**config.mk**
```make
export PLATFORM = sky130hd
export DESIGN_NAME = uart_register_block
export DESIGN_NICKNAME = d
export VERILOG_FILES = /design/src/rtl/uartrb_pkg.sv /design/src/rtl/uartrb_rx_store.sv /design/src/rtl/uart_register_block.sv
export SDC_FILE = /design/constraint.sdc
export NUM_CORES = 1
export LEC_CHECK = 0
export BUFFER_PORTS_ARGS = -buffer_cell sky130_fd_sc_hd__buf_2
export CAP_MARGIN = 20
export CORE_MARGIN = 5
export CORE_UTILIZATION = 32
export CTS_BUF_LIST = sky130_fd_sc_hd__clkbuf_8
export DETAILED_ROUTE_END_ITERATION = 8
export PLACE_DENSITY = 0.52
export SYNTH_ARGS = -nofsm -noshare
export SYNTH_HDL_FRONTEND = slang
export SYNTH_SLANG_ARGS = --single-unit
```
**constraint.sdc**
```tcl
create_clock -name i_clk -period 10.8 [get_ports i_clk]
set_input_delay 0.54 -clock i_clk [delete_from_list [all_inputs] [get_ports i_clk]]
set_output_delay 0.54 -clock i_clk [all_outputs]
set_load 0.01 [all_outputs]
```
**src/rtl/uartrb_pkg.sv**
```systemverilog
// Package for the UART register block: request and result types, receive FIFO
// geometry, event and register codes, and the trigger level lookup.
// No dependencies.
`default_nettype none

package uartrb_pkg;

    localparam int RX_FIFO_DEPTH = 16;
    localparam int RX_IDX_W      = (RX_FIFO_DEPTH > 1) ? $clog2(RX_FIFO_DEPTH) : 1;
    localparam int RX_CNT_W      = $clog2(RX_FIFO_DEPTH + 1);
    localparam int RX_SUM_W      = $clog2(2 * RX_FIFO_DEPTH);
    localparam int RX_ENTRY_W    = 11;

    localparam logic [2:0] KIND_READ    = 3'd0;
    localparam logic [2:0] KIND_WRITE   = 3'd1;
    localparam logic [2:0] KIND_RX_CHAR = 3'd2;
    localparam logic [2:0] KIND_TX_TAKE = 3'd3;
    localparam logic [2:0] KIND_MODEM   = 3'd4;
    localparam logic [2:0] KIND_TIMEOUT = 3'd5;

    localparam logic [2:0] REG_DATA = 3'd0;
    localparam logic [2:0] REG_IER  = 3'd1;
    localparam logic [2:0] REG_IIR  = 3'd2;
    localparam logic [2:0] REG_LCR  = 3'd3;
    localparam logic [2:0] REG_MCR  = 3'd4;
    localparam logic [2:0] REG_LSR  = 3'd5;
    localparam logic [2:0] REG_MSR  = 3'd6;
    localparam logic [2:0] REG_SCR  = 3'd7;

    localparam logic [3:0] IID_NONE    = 4'h1;
    localparam logic [3:0] IID_LINE    = 4'h6;
    localparam logic [3:0] IID_RX_DATA = 4'h4;
    localparam logic [3:0] IID_TIMEOUT = 4'hC;
    localparam logic [3:0] IID_THRE    = 4'h2;
    localparam logic [3:0] IID_MODEM   = 4'h0;

    typedef struct packed {
        logic [2:0] kind;
        logic [2:0] reg_offset;
        logic [7:0] write_data;
        logic [7:0] rx_byte;
        logic       parity_err;
        logic       frame_err;
        logic       break_seen;
        logic       cts_line;
        logic       dsr_line;
        logic       ring_line;
        logic       dcd_line;
    } t_req;

    typedef struct packed {
        logic [7:0]  read_data;
        logic        irq;
        logic        tx_start;
        logic [7:0]  tx_data;
        logic [15:0] divisor;
        logic [6:0]  line_format;
        logic [4:0]  modem_ctl;
    } t_res;

    // Write side of the receive store.
    typedef struct packed {
        logic                  we;
        logic [RX_IDX_W-1:0]   addr;
        logic [RX_ENTRY_W-1:0] entry;
    } t_rx_wr;

    // Receive trigger level for a two-bit code, capped at the FIFO depth.
    function automatic logic [RX_CNT_W-1:0] trig_level(input logic [1:0] code);
        int lvl;
        begin
            case (code)
                2'd0:    lvl = 1;
                2'd1:    lvl = 4;
                2'd2:    lvl = 8;
                default: lvl = 14;
            endcase
            if (lvl > RX_FIFO_DEPTH) lvl = RX_FIFO_DEPTH;
            trig_level = RX_CNT_W'(lvl);
        end
    endfunction

endpackage

`default_nettype wire

```
**src/rtl/uartrb_rx_store.sv**
```systemverilog
// Receive FIFO storage of the UART register block: character and flag entries
// plus one error bit per entry. Uses uartrb_pkg.
`default_nettype none

module uartrb_rx_store (
    input  wire logic                               i_clk,
    input  wire uartrb_pkg::t_rx_wr                 i_wr,
    input  wire logic [uartrb_pkg::RX_IDX_W-1:0]    i_byte_addr,
    input  wire logic [uartrb_pkg::RX_IDX_W-1:0]    i_flag_addr,
    output logic [7:0]                              o_byte,
    output logic [2:0]                              o_flags,
    output logic [uartrb_pkg::RX_FIFO_DEPTH-1:0]    o_err
);
    import uartrb_pkg::*;

    logic [7:0]               r_bytes [RX_FIFO_DEPTH];
    logic [2:0]               r_flags [RX_FIFO_DEPTH];
    logic [RX_FIFO_DEPTH-1:0] r_err;

    always_ff @(posedge i_clk) begin
        if (i_wr.we) begin
            r_bytes[i_wr.addr] <= i_wr.entry[7:0];
            r_flags[i_wr.addr] <= i_wr.entry[10:8];
            r_err[i_wr.addr]   <= |i_wr.entry[10:8];
        end
    end

    assign o_byte  = r_bytes[i_byte_addr];
    assign o_flags = r_flags[i_flag_addr];
    assign o_err   = r_err;

endmodule

`default_nettype wire

```
**src/rtl/uart_register_block.sv**
```systemverilog
// Top level of the UART register block: 16550-style register file with a
// receive FIFO and prioritised interrupt identification. Uses uartrb_pkg and
// uartrb_rx_store.
`default_nettype none

// Channel   Ports                  Handshake
// request   i_start, i_req         taken when i_start is high and o_busy is low
// result    o_done, o_res          one-cycle strobe, cannot be held off
//
// Every request is handled in the cycle it is taken and its result appears on
// the next cycle, so one request per clock is sustained; o_busy stays low.
// Synchronous active-low reset clears all register state but the result
// register; the receive store contents are not cleared, entries outside the
// FIFO occupancy are ignored.
// The receiver cannot stall, so no result is ever held back.

module uart_register_block (
    input  wire logic             i_clk,
    input  wire logic             i_rst_n,
    input  wire logic             i_start,
    input  wire uartrb_pkg::t_req i_req,
    output logic                  o_busy,
    output logic                  o_done,
    output uartrb_pkg::t_res      o_res
);
    import uartrb_pkg::*;

    // Register state.
    logic [RX_CNT_W-1:0] r_count, n_count;
    logic [RX_IDX_W-1:0] r_head, n_head;
    logic [3:0]          r_ier, n_ier;
    logic [7:0]          r_lcr, n_lcr;
    logic [4:0]          r_mcr, n_mcr;
    logic [15:0]         r_dll, n_dll;
    logic [7:0]          r_scr, n_scr;
    logic [2:0]          r_fcr, n_fcr;
    logic                r_thr_full, n_thr_full;
    logic [7:0]          r_thr, n_thr;
    logic [3:0]          r_lsf, n_lsf;
    logic [7:0]          r_msr, n_msr;
    logic                r_thre, n_thre;
    logic                r_to, n_to;
    logic                r_done;
    t_res                r_res, n_res;

    logic [7:0]               head_byte;
    logic [2:0]               next_flags;
    logic [RX_FIFO_DEPTH-1:0] err_bits;
    logic [RX_IDX_W-1:0]      head_inc;
    logic [RX_IDX_W-1:0]      tail;
    logic [RX_SUM_W-1:0]      tail_sum;
    logic                     held_err;
    t_rx_wr                   wr;
    logic                     accept;

    assign accept = i_start && !o_busy;

    uartrb_rx_store u_rx_store (
        .i_clk       (i_clk),
        .i_wr        (wr),
        .i_byte_addr (r_head),
        .i_flag_addr (head_inc),
        .o_byte      (head_byte),
        .o_flags     (next_flags),
        .o_err       (err_bits)
    );

    // Interrupt identification over a given state, FIFO-enabled bits included.
    function automatic logic [7:0] int_id(
        input logic [2:0]          fcr,
        input logic [3:0]          ier,
        input logic [3:0]          lsf,
        input logic [RX_CNT_W-1:0] cnt,
        input logic                to,
        input logic                thre,
        input logic [7:0]          msr
    );
        logic [3:0]          code;
        logic [RX_CNT_W-1:0] need;
        begin
            need = fcr[0] ? trig_level(fcr[2:1]) : RX_CNT_W'(1);
            if (ier[2] && (lsf != 4'd0))                      code = IID_LINE;
            else if (ier[0] && (cnt != '0) && (cnt >= need))  code = IID_RX_DATA;
            else if (ier[0] && to)                            code = IID_TIMEOUT;
            else if (ier[1] && thre)                          code = IID_THRE;
            else if (ier[3] && (msr[3:0] != 4'd0))            code = IID_MODEM;
            else                                              code = IID_NONE;
            int_id = {fcr[0] ? 2'b11 : 2'b00, 2'b00, code};
        end
    endfunction

    // Pointer arithmetic around the receive ring.
    always_comb begin
        head_inc = (r_head == RX_IDX_W'(RX_FIFO_DEPTH - 1)) ? '0 : r_head + 1'b1;
        tail_sum = RX_SUM_W'(r_head) + RX_SUM_W'(r_count);
        if (tail_sum >= RX_SUM_W'(RX_FIFO_DEPTH)) begin
            tail = RX_IDX_W'(tail_sum - RX_SUM_W'(RX_FIFO_DEPTH));
        end else begin
            tail = RX_IDX_W'(tail_sum);
        end
    end

    // Any occupied entry carrying an error flag, for line status bit 7.
    always_comb begin
        logic [RX_SUM_W-1:0] span;
        held_err = 1'b0;
        for (int k = 0; k < RX_FIFO_DEPTH; k++) begin
            if (RX_SUM_W'(k) >= RX_SUM_W'(r_head)) begin
                span = RX_SUM_W'(k) - RX_SUM_W'(r_head);
            end else begin
                span = RX_SUM_W'(k) + RX_SUM_W'(RX_FIFO_DEPTH) - RX_SUM_W'(r_head);
            end
            if (err_bits[k] && (span < RX_SUM_W'(r_count))) held_err = 1'b1;
        end
    end

    // One request is applied in full, in the order the device defines.
    always_comb begin
        logic                  dlab;
        logic                  fifo_on;
        logic [7:0]            wd;
        logic [7:0]            rd;
        logic [7:0]            iid;
        logic [7:0]            iid_next;
        logic [RX_ENTRY_W-1:0] entry;
        logic                  full;
        logic [3:0]            old_nib;
        logic [3:0]            new_nib;
        logic [3:0]            delta;

        n_count    = r_count;
        n_head     = r_head;
        n_ier      = r_ier;
        n_lcr      = r_lcr;
        n_mcr      = r_mcr;
        n_dll      = r_dll;
        n_scr      = r_scr;
        n_fcr      = r_fcr;
        n_thr_full = r_thr_full;
        n_thr      = r_thr;
        n_lsf      = r_lsf;
        n_msr      = r_msr;
        n_thre     = r_thre;
        n_to       = r_to;
        wr         = '0;
        rd         = 8'd0;
        delta      = 4'd0;
        n_res      = '0;

        dlab    = r_lcr[7];
        fifo_on = r_fcr[0];
        wd      = i_req.write_data;
        iid     = int_id(r_fcr, r_ier, r_lsf, r_count, r_to, r_thre, r_msr);
        entry   = {i_req.break_seen, i_req.frame_err, i_req.parity_err,
                   i_req.break_seen ? 8'd0 : i_req.rx_byte};
        full    = fifo_on ? (r_count >= RX_CNT_W'(RX_FIFO_DEPTH))
                          : (r_count >= RX_CNT_W'(1));
        old_nib = r_msr[7:4];
        new_nib = {i_req.dcd_line, i_req.ring_line, i_req.dsr_line, i_req.cts_line};

        case (i_req.kind)
            KIND_READ: begin
                case (i_req.reg_offset)
                    REG_DATA: begin
                        if (dlab) begin
                            rd = r_dll[7:0];
                        end else if (r_count != '0) begin
                            rd      = head_byte;
                            n_head  = head_inc;
                            n_count = r_count - 1'b1;
                            n_to    = 1'b0;
                            if (n_count != '0) n_lsf = n_lsf | {next_flags, 1'b0};
                        end
                    end
                    REG_IER: rd = dlab ? r_dll[15:8] : {4'd0, r_ier};
                    REG_IIR: begin
                        rd = iid;
                        if (iid[3:0] == IID_THRE) n_thre = 1'b0;
                    end
                    REG_LCR: rd = r_lcr;
                    REG_MCR: rd = {3'd0, r_mcr};
                    REG_LSR: begin
                        rd = {fifo_on && held_err, !r_thr_full, !r_thr_full,
                              r_lsf, r_count != '0};
                        n_lsf = 4'd0;
                    end
                    REG_MSR: begin
                        rd         = r_msr;
                        n_msr[3:0] = 4'd0;
                    end
                    default: rd = r_scr;
                endcase
            end
            KIND_WRITE: begin
                case (i_req.reg_offset)
                    REG_DATA: begin
                        if (dlab) begin
                            n_dll[7:0] = wd;
                        end else begin
                            n_thr      = wd;
                            n_thr_full = 1'b1;
                            n_thre     = 1'b0;
                        end
                    end
                    REG_IER: begin
                        if (dlab) begin
                            n_dll[15:8] = wd;
                        end else begin
                            n_ier = wd[3:0];
                            if (!r_ier[1] && wd[1] && !r_thr_full) n_thre = 1'b1;
                        end
                    end
                    REG_IIR: begin
                        // Switching the FIFO mode clears both sides; clear
                        // bits act only while the FIFO is being enabled.
                        if ((wd[0] && !fifo_on) || (!wd[0] && fifo_on)
                                || (wd[0] && wd[1])) begin
                            n_count = '0;
                            n_head  = '0;
                            n_to    = 1'b0;
                        end
                        if (((wd[0] && !fifo_on) || (!wd[0] && fifo_on)
                                || (wd[0] && wd[2])) && r_thr_full) begin
                            n_thr_full = 1'b0;
                            n_thr      = 8'd0;
                            n_thre     = 1'b1;
                        end
                        if (wd[0]) begin
                            n_fcr = {wd[7:6], 1'b1};
                        end else begin
                            n_fcr[0] = 1'b0;
                        end
                    end
                    REG_LCR: n_lcr = wd;
                    REG_MCR: n_mcr = wd[4:0];
                    REG_SCR: n_scr = wd;
                    default: ;
                endcase
            end
            KIND_RX_CHAR: begin
                wr.entry = entry;
                if (full) begin
                    n_lsf[0] = 1'b1;
                    if (!fifo_on) begin
                        // Without the FIFO the new character replaces the held one.
                        wr.we   = 1'b1;
                        wr.addr = r_head;
                        n_lsf   = n_lsf | {entry[10:8], 1'b0};
                    end
                end else begin
                    wr.we   = 1'b1;
                    wr.addr = tail;
                    n_count = r_count + 1'b1;
                    if (r_count == '0) n_lsf = n_lsf | {entry[10:8], 1'b0};
                end
            end
            KIND_TX_TAKE: begin
                if (r_thr_full) begin
                    n_res.tx_start = 1'b1;
                    n_res.tx_data  = r_thr;
                    n_thr_full     = 1'b0;
                    n_thr          = 8'd0;
                    n_thre         = 1'b1;
                end
            end
            KIND_MODEM: begin
                delta = {old_nib[3] ^ new_nib[3], old_nib[2] && !new_nib[2],
                         old_nib[1] ^ new_nib[1], old_nib[0] ^ new_nib[0]};
                n_msr = {new_nib, r_msr[3:0] | delta};
            end
            KIND_TIMEOUT: begin
                if (fifo_on && (r_count != '0)) n_to = 1'b1;
            end
            default: ;
        endcase

        iid_next          = int_id(n_fcr, n_ier, n_lsf, n_count, n_to, n_thre, n_msr);
        n_res.read_data   = rd;
        n_res.irq         = !iid_next[0] && n_mcr[3];
        n_res.divisor     = n_dll;
        n_res.line_format = n_lcr[6:0];
        n_res.modem_ctl   = n_mcr;
    end

    always_ff @(posedge i_clk) begin
        if (!i_rst_n) begin
            r_count    <= '0;
            r_head     <= '0;
            r_ier      <= '0;
            r_lcr      <= '0;
            r_mcr      <= '0;
            r_dll      <= '0;
            r_scr      <= '0;
            r_fcr      <= '0;
            r_thr_full <= 1'b0;
            r_thr      <= '0;
            r_lsf      <= '0;
            r_msr      <= '0;
            r_thre     <= 1'b0;
            r_to       <= 1'b0;
            r_done     <= 1'b0;
        end else begin
            r_done <= accept;
            if (accept) begin
                r_count    <= n_count;
                r_head     <= n_head;
                r_ier      <= n_ier;
                r_lcr      <= n_lcr;
                r_mcr      <= n_mcr;
                r_dll      <= n_dll;
                r_scr      <= n_scr;
                r_fcr      <= n_fcr;
                r_thr_full <= n_thr_full;
                r_thr      <= n_thr;
                r_lsf      <= n_lsf;
                r_msr      <= n_msr;
                r_thre     <= n_thre;
                r_to       <= n_to;
            end
        end
    end

    always_ff @(posedge i_clk) begin
        if (accept) begin
            r_res <= n_res;
        end
    end

    assign o_busy = 1'b0;
    assign o_done = r_done;
    assign o_res  = r_res;

endmodule

`default_nettype wire

```
==> impl_metrics.tcl <==
set metrics [dict create \
    grt_pass1_vias 10900 \
    drive_gt1_frac 0.186 \
    power_leakage_nw 6.52 \
    synth_compound_area_frac 0.106 \
    clk_path_buf_depth 3 \
    drt-met1-wl_um 20200 \
    top_layer "met5" \
    postRouteAntennaNets 0 \
    placed_cell_area_um2 17000 \
    drv_cap 0 \
    yosysSeqAreaShare 0.550 \
    synthCells 1308 \
    fin_cells 2094 \
    startpoint_type "flop" \
    routed_wl_um 44300 \
    wl_met2_um 20400 \
    rows 81 \
    final_cell_area_um2 18000 \
    max_freq_ghz 0.232 \
    period_needed_ps 4310 \
    pre_cts_slack_ps 6610 \
    path_max_fanout 25 \
    relSlewSlack 0.250 \
    yosys_warnings 0 \
    die_w_um 233 \
    rsz0062_at_grt "no" \
    syn_to_final_growth_pct 13.1 \
    hold-path-cell-count 3 \
    io-pin-count 80 \
    detailedRoute.firstPassIterationCount 5 \
    cp-end-kind "flop" \
    layout.nets 1497 \
    worst_pin_slew_ps 1120 \
    die_area_um2 54400 \
    clk_latency_ps 620 \
    fin_crit_sh 0.399 \
    synth_top_family_by_area "simple AND/OR/NAND/NOR gates" \
    core_um2 49200 \
    worst_hold_slack_ps 242 \
    synth_fa_ha_area_frac 0.0625 \
    finClkSkew_ps 32.8 \
    postCtsHoldBufs 0 \
    yosys_most_used_dff "edfxtp_1" \
    ys_ff_latch 319 \
    drt_iter0_markers 1024 \
    cts_buffers 52 \
    grt_pass1_wl_um 67800 \
    cts_sinks 319 \
    grt_max_degree 78 \
    reg2reg_depth 13 \
    clk_pin_slew_ps 60 \
    netlist_area_um2 15900 \
    hp-class "in -> reg" \
    io_buffers 78 \
    slew_viol_final 0 \
    synth-simple-area-share 0.133 \
    yosysTopAreaCellShare 0.448 \
    synth_mux_area_frac 0.109 \
    power_mw 2.52 \
    status "completed" \
    worstPathRequired_ps 11120 \
    clockRootBuffer "clkbuf_8" \
    fin_util 0.367 \
    synthDistinctLibCells 78 \
    route.detailed.drc 0 \
    setup_tns_ps 0 \
    post_cts_resized 0 \
    viasPerCell 5.16 \
    yosysTopAreaCell "edfxtp_1" \
    synth_area_leaders "edfxtp_1, dfxtp_1, ha_1, mux4_2, mux2i_1" \
    worstSetupPathType "reg -> reg" \
    power_density_nw_per_um2 140 \
    overflow 0 \
    wl_met3_um 2710 \
    hold_viol_final 0 \
    start_util 0.324 \
    grt_antenna_before_repair 2 \
    vdd_ir_drop_max_mv 0.0857 \
    setup_viol_count_final 0 \
    dp_hpwl_um 29600 \
    dp_cells 1995 \
    wl_per_cell_um 21.1 \
    vias 10800 \
    synth_xor_area_frac 0.00879 \
    cts_tree "built" \
    gp_congestion 0.922 \
    worst_slack_ps 6490 \
    async_flop_share 0 \
    post_cts_buffers 0 \
    syn_avg_cell_area_um2 12.2 \
    grtUsageTotal 0.161 \
    die_height_um 233 \
    htree_levels 2 \
    synth-edff-count 238 \
    arrival_ps 4630 \
]
==> power by group <==
part,internal (mW),switching (mW),total (mW)
Clock,0.536,0.497,1.03
Sequential,1.33,0.0124,1.34
Combinational,0.0531,0.0927,0.146
==> cells in the final DEF, fill, tap and decap left out, types with 16 or more instances in the layout <==
master	synthesis	layout
ha_1	78	78
mux2i_1	43	43
a21boi_0	23	23
edfxtp_1	238	238
dfxtp_1	81	80
nand2_1	99	99
and2_1	25	25
mux4_2	42	42
nand3_1	33	33
nand2b_1	22	22
o21ai_0	59	59
nor2b_1	47	47
o211a_1	16	16
nor2_1	95	83
nor3_1	19	17
inv_1	40	57
buf_2	10	77
mux2_2	32	32
a21oi_1	61	61
clkbuf_8	0	53
==> routing by layer <==
metal | global-route usage | vias up
li1 | - | 5050
met1 | 0.226 | 5329
met2 | 0.259 | 358
met3 | 0.0293 | 68
met4 | 0.0395 | 2
met5 | 0 | -
==> path summary, 6_finish.rpt <==
kind          endpoint       from  slack [ps]
max          o_res[45]  r_head[0]        6490
min           r_msr[4]   i_req[3]         240
max reg2reg  o_res[45]  r_head[0]        6490
min reg2reg   r_thr[0]   r_thr[0]         460
==> synth_stat cells (all sizes together), types with 3 or more instances <==
cell type  number
a2111oi         3
mux2           32
clkbuf         45
ha             78
o41ai           3
nor3b          16
o211a          16
xnor2           9
nand2b         22
nand3          33
nand4b          3
mux4           42
o21bai          4
nand3b          7
o22ai           5
or2             9
edfxtp        238
inv            41
a32oi           3
nand4           7
o21ai          62
a31oi           6
and2           26
a21oi          62
buf            25
dfxtp          81
a22oi           4
o21a            8
or3             4
o221ai          7
nand2          99
a21boi         23
a21o           10
a221oi          6
and3           11
a221o           4
nor4            8
nor2           95
nor2b          47
a211oi         10
xor2            7
nor3           20
mux2i          43
==> critical path, stage by stage, from the launching register on <==
cell and delay [ps]:
dfxtp_1 310, buf_4 320, inv_1 400, ha_1 800, inv_1 270, ha_1 340, nor2b_1 140, o21ai_0 110
a21boi_0 180, o21ai_0 80, and3b_1 170, or4_1 460, nor4_1 320, o21ai_0 130
==> kinds of logic after synthesis <==
group           count (synthesis)
compound gates                251
xor+xnor                       16
fa+ha+maj                      79
buf+inv                       111
flops                         319
mux                           117
other cells                     1
simple gates                  414
==> registers in the layout, indices dropped and copies added (netlist names), 4 cells and up, named ones only <==
name,cells
r_ier,4
r_scr,8
r_count,5
r_dll,16
r_msr,8
r_lsf,4
u_rx_store.r_bytes,128
o_res,46
r_head,4
u_rx_store.o_err,16
r_mcr,5
r_lcr,8
r_thr,8
u_rx_store.r_flags,48
==> final cells by class <==
| cell class | instances | area (um^2) |
|---|---|---|
| fillers | 4775 | 31100 |
| flip-flops and latches | 319 | 8770 |
| multi-input cells | 880 | 6740 |
| well taps | 664 | 831 |
| clock buffers | 53 | 729 |
| repair buffers | 92 | 509 |
| clock inverters | 44 | 284 |
| inverters | 41 | 154 |
| diodes | 1 | 2.50 |
No activity file was read; power rests on OpenSTA's default activity.
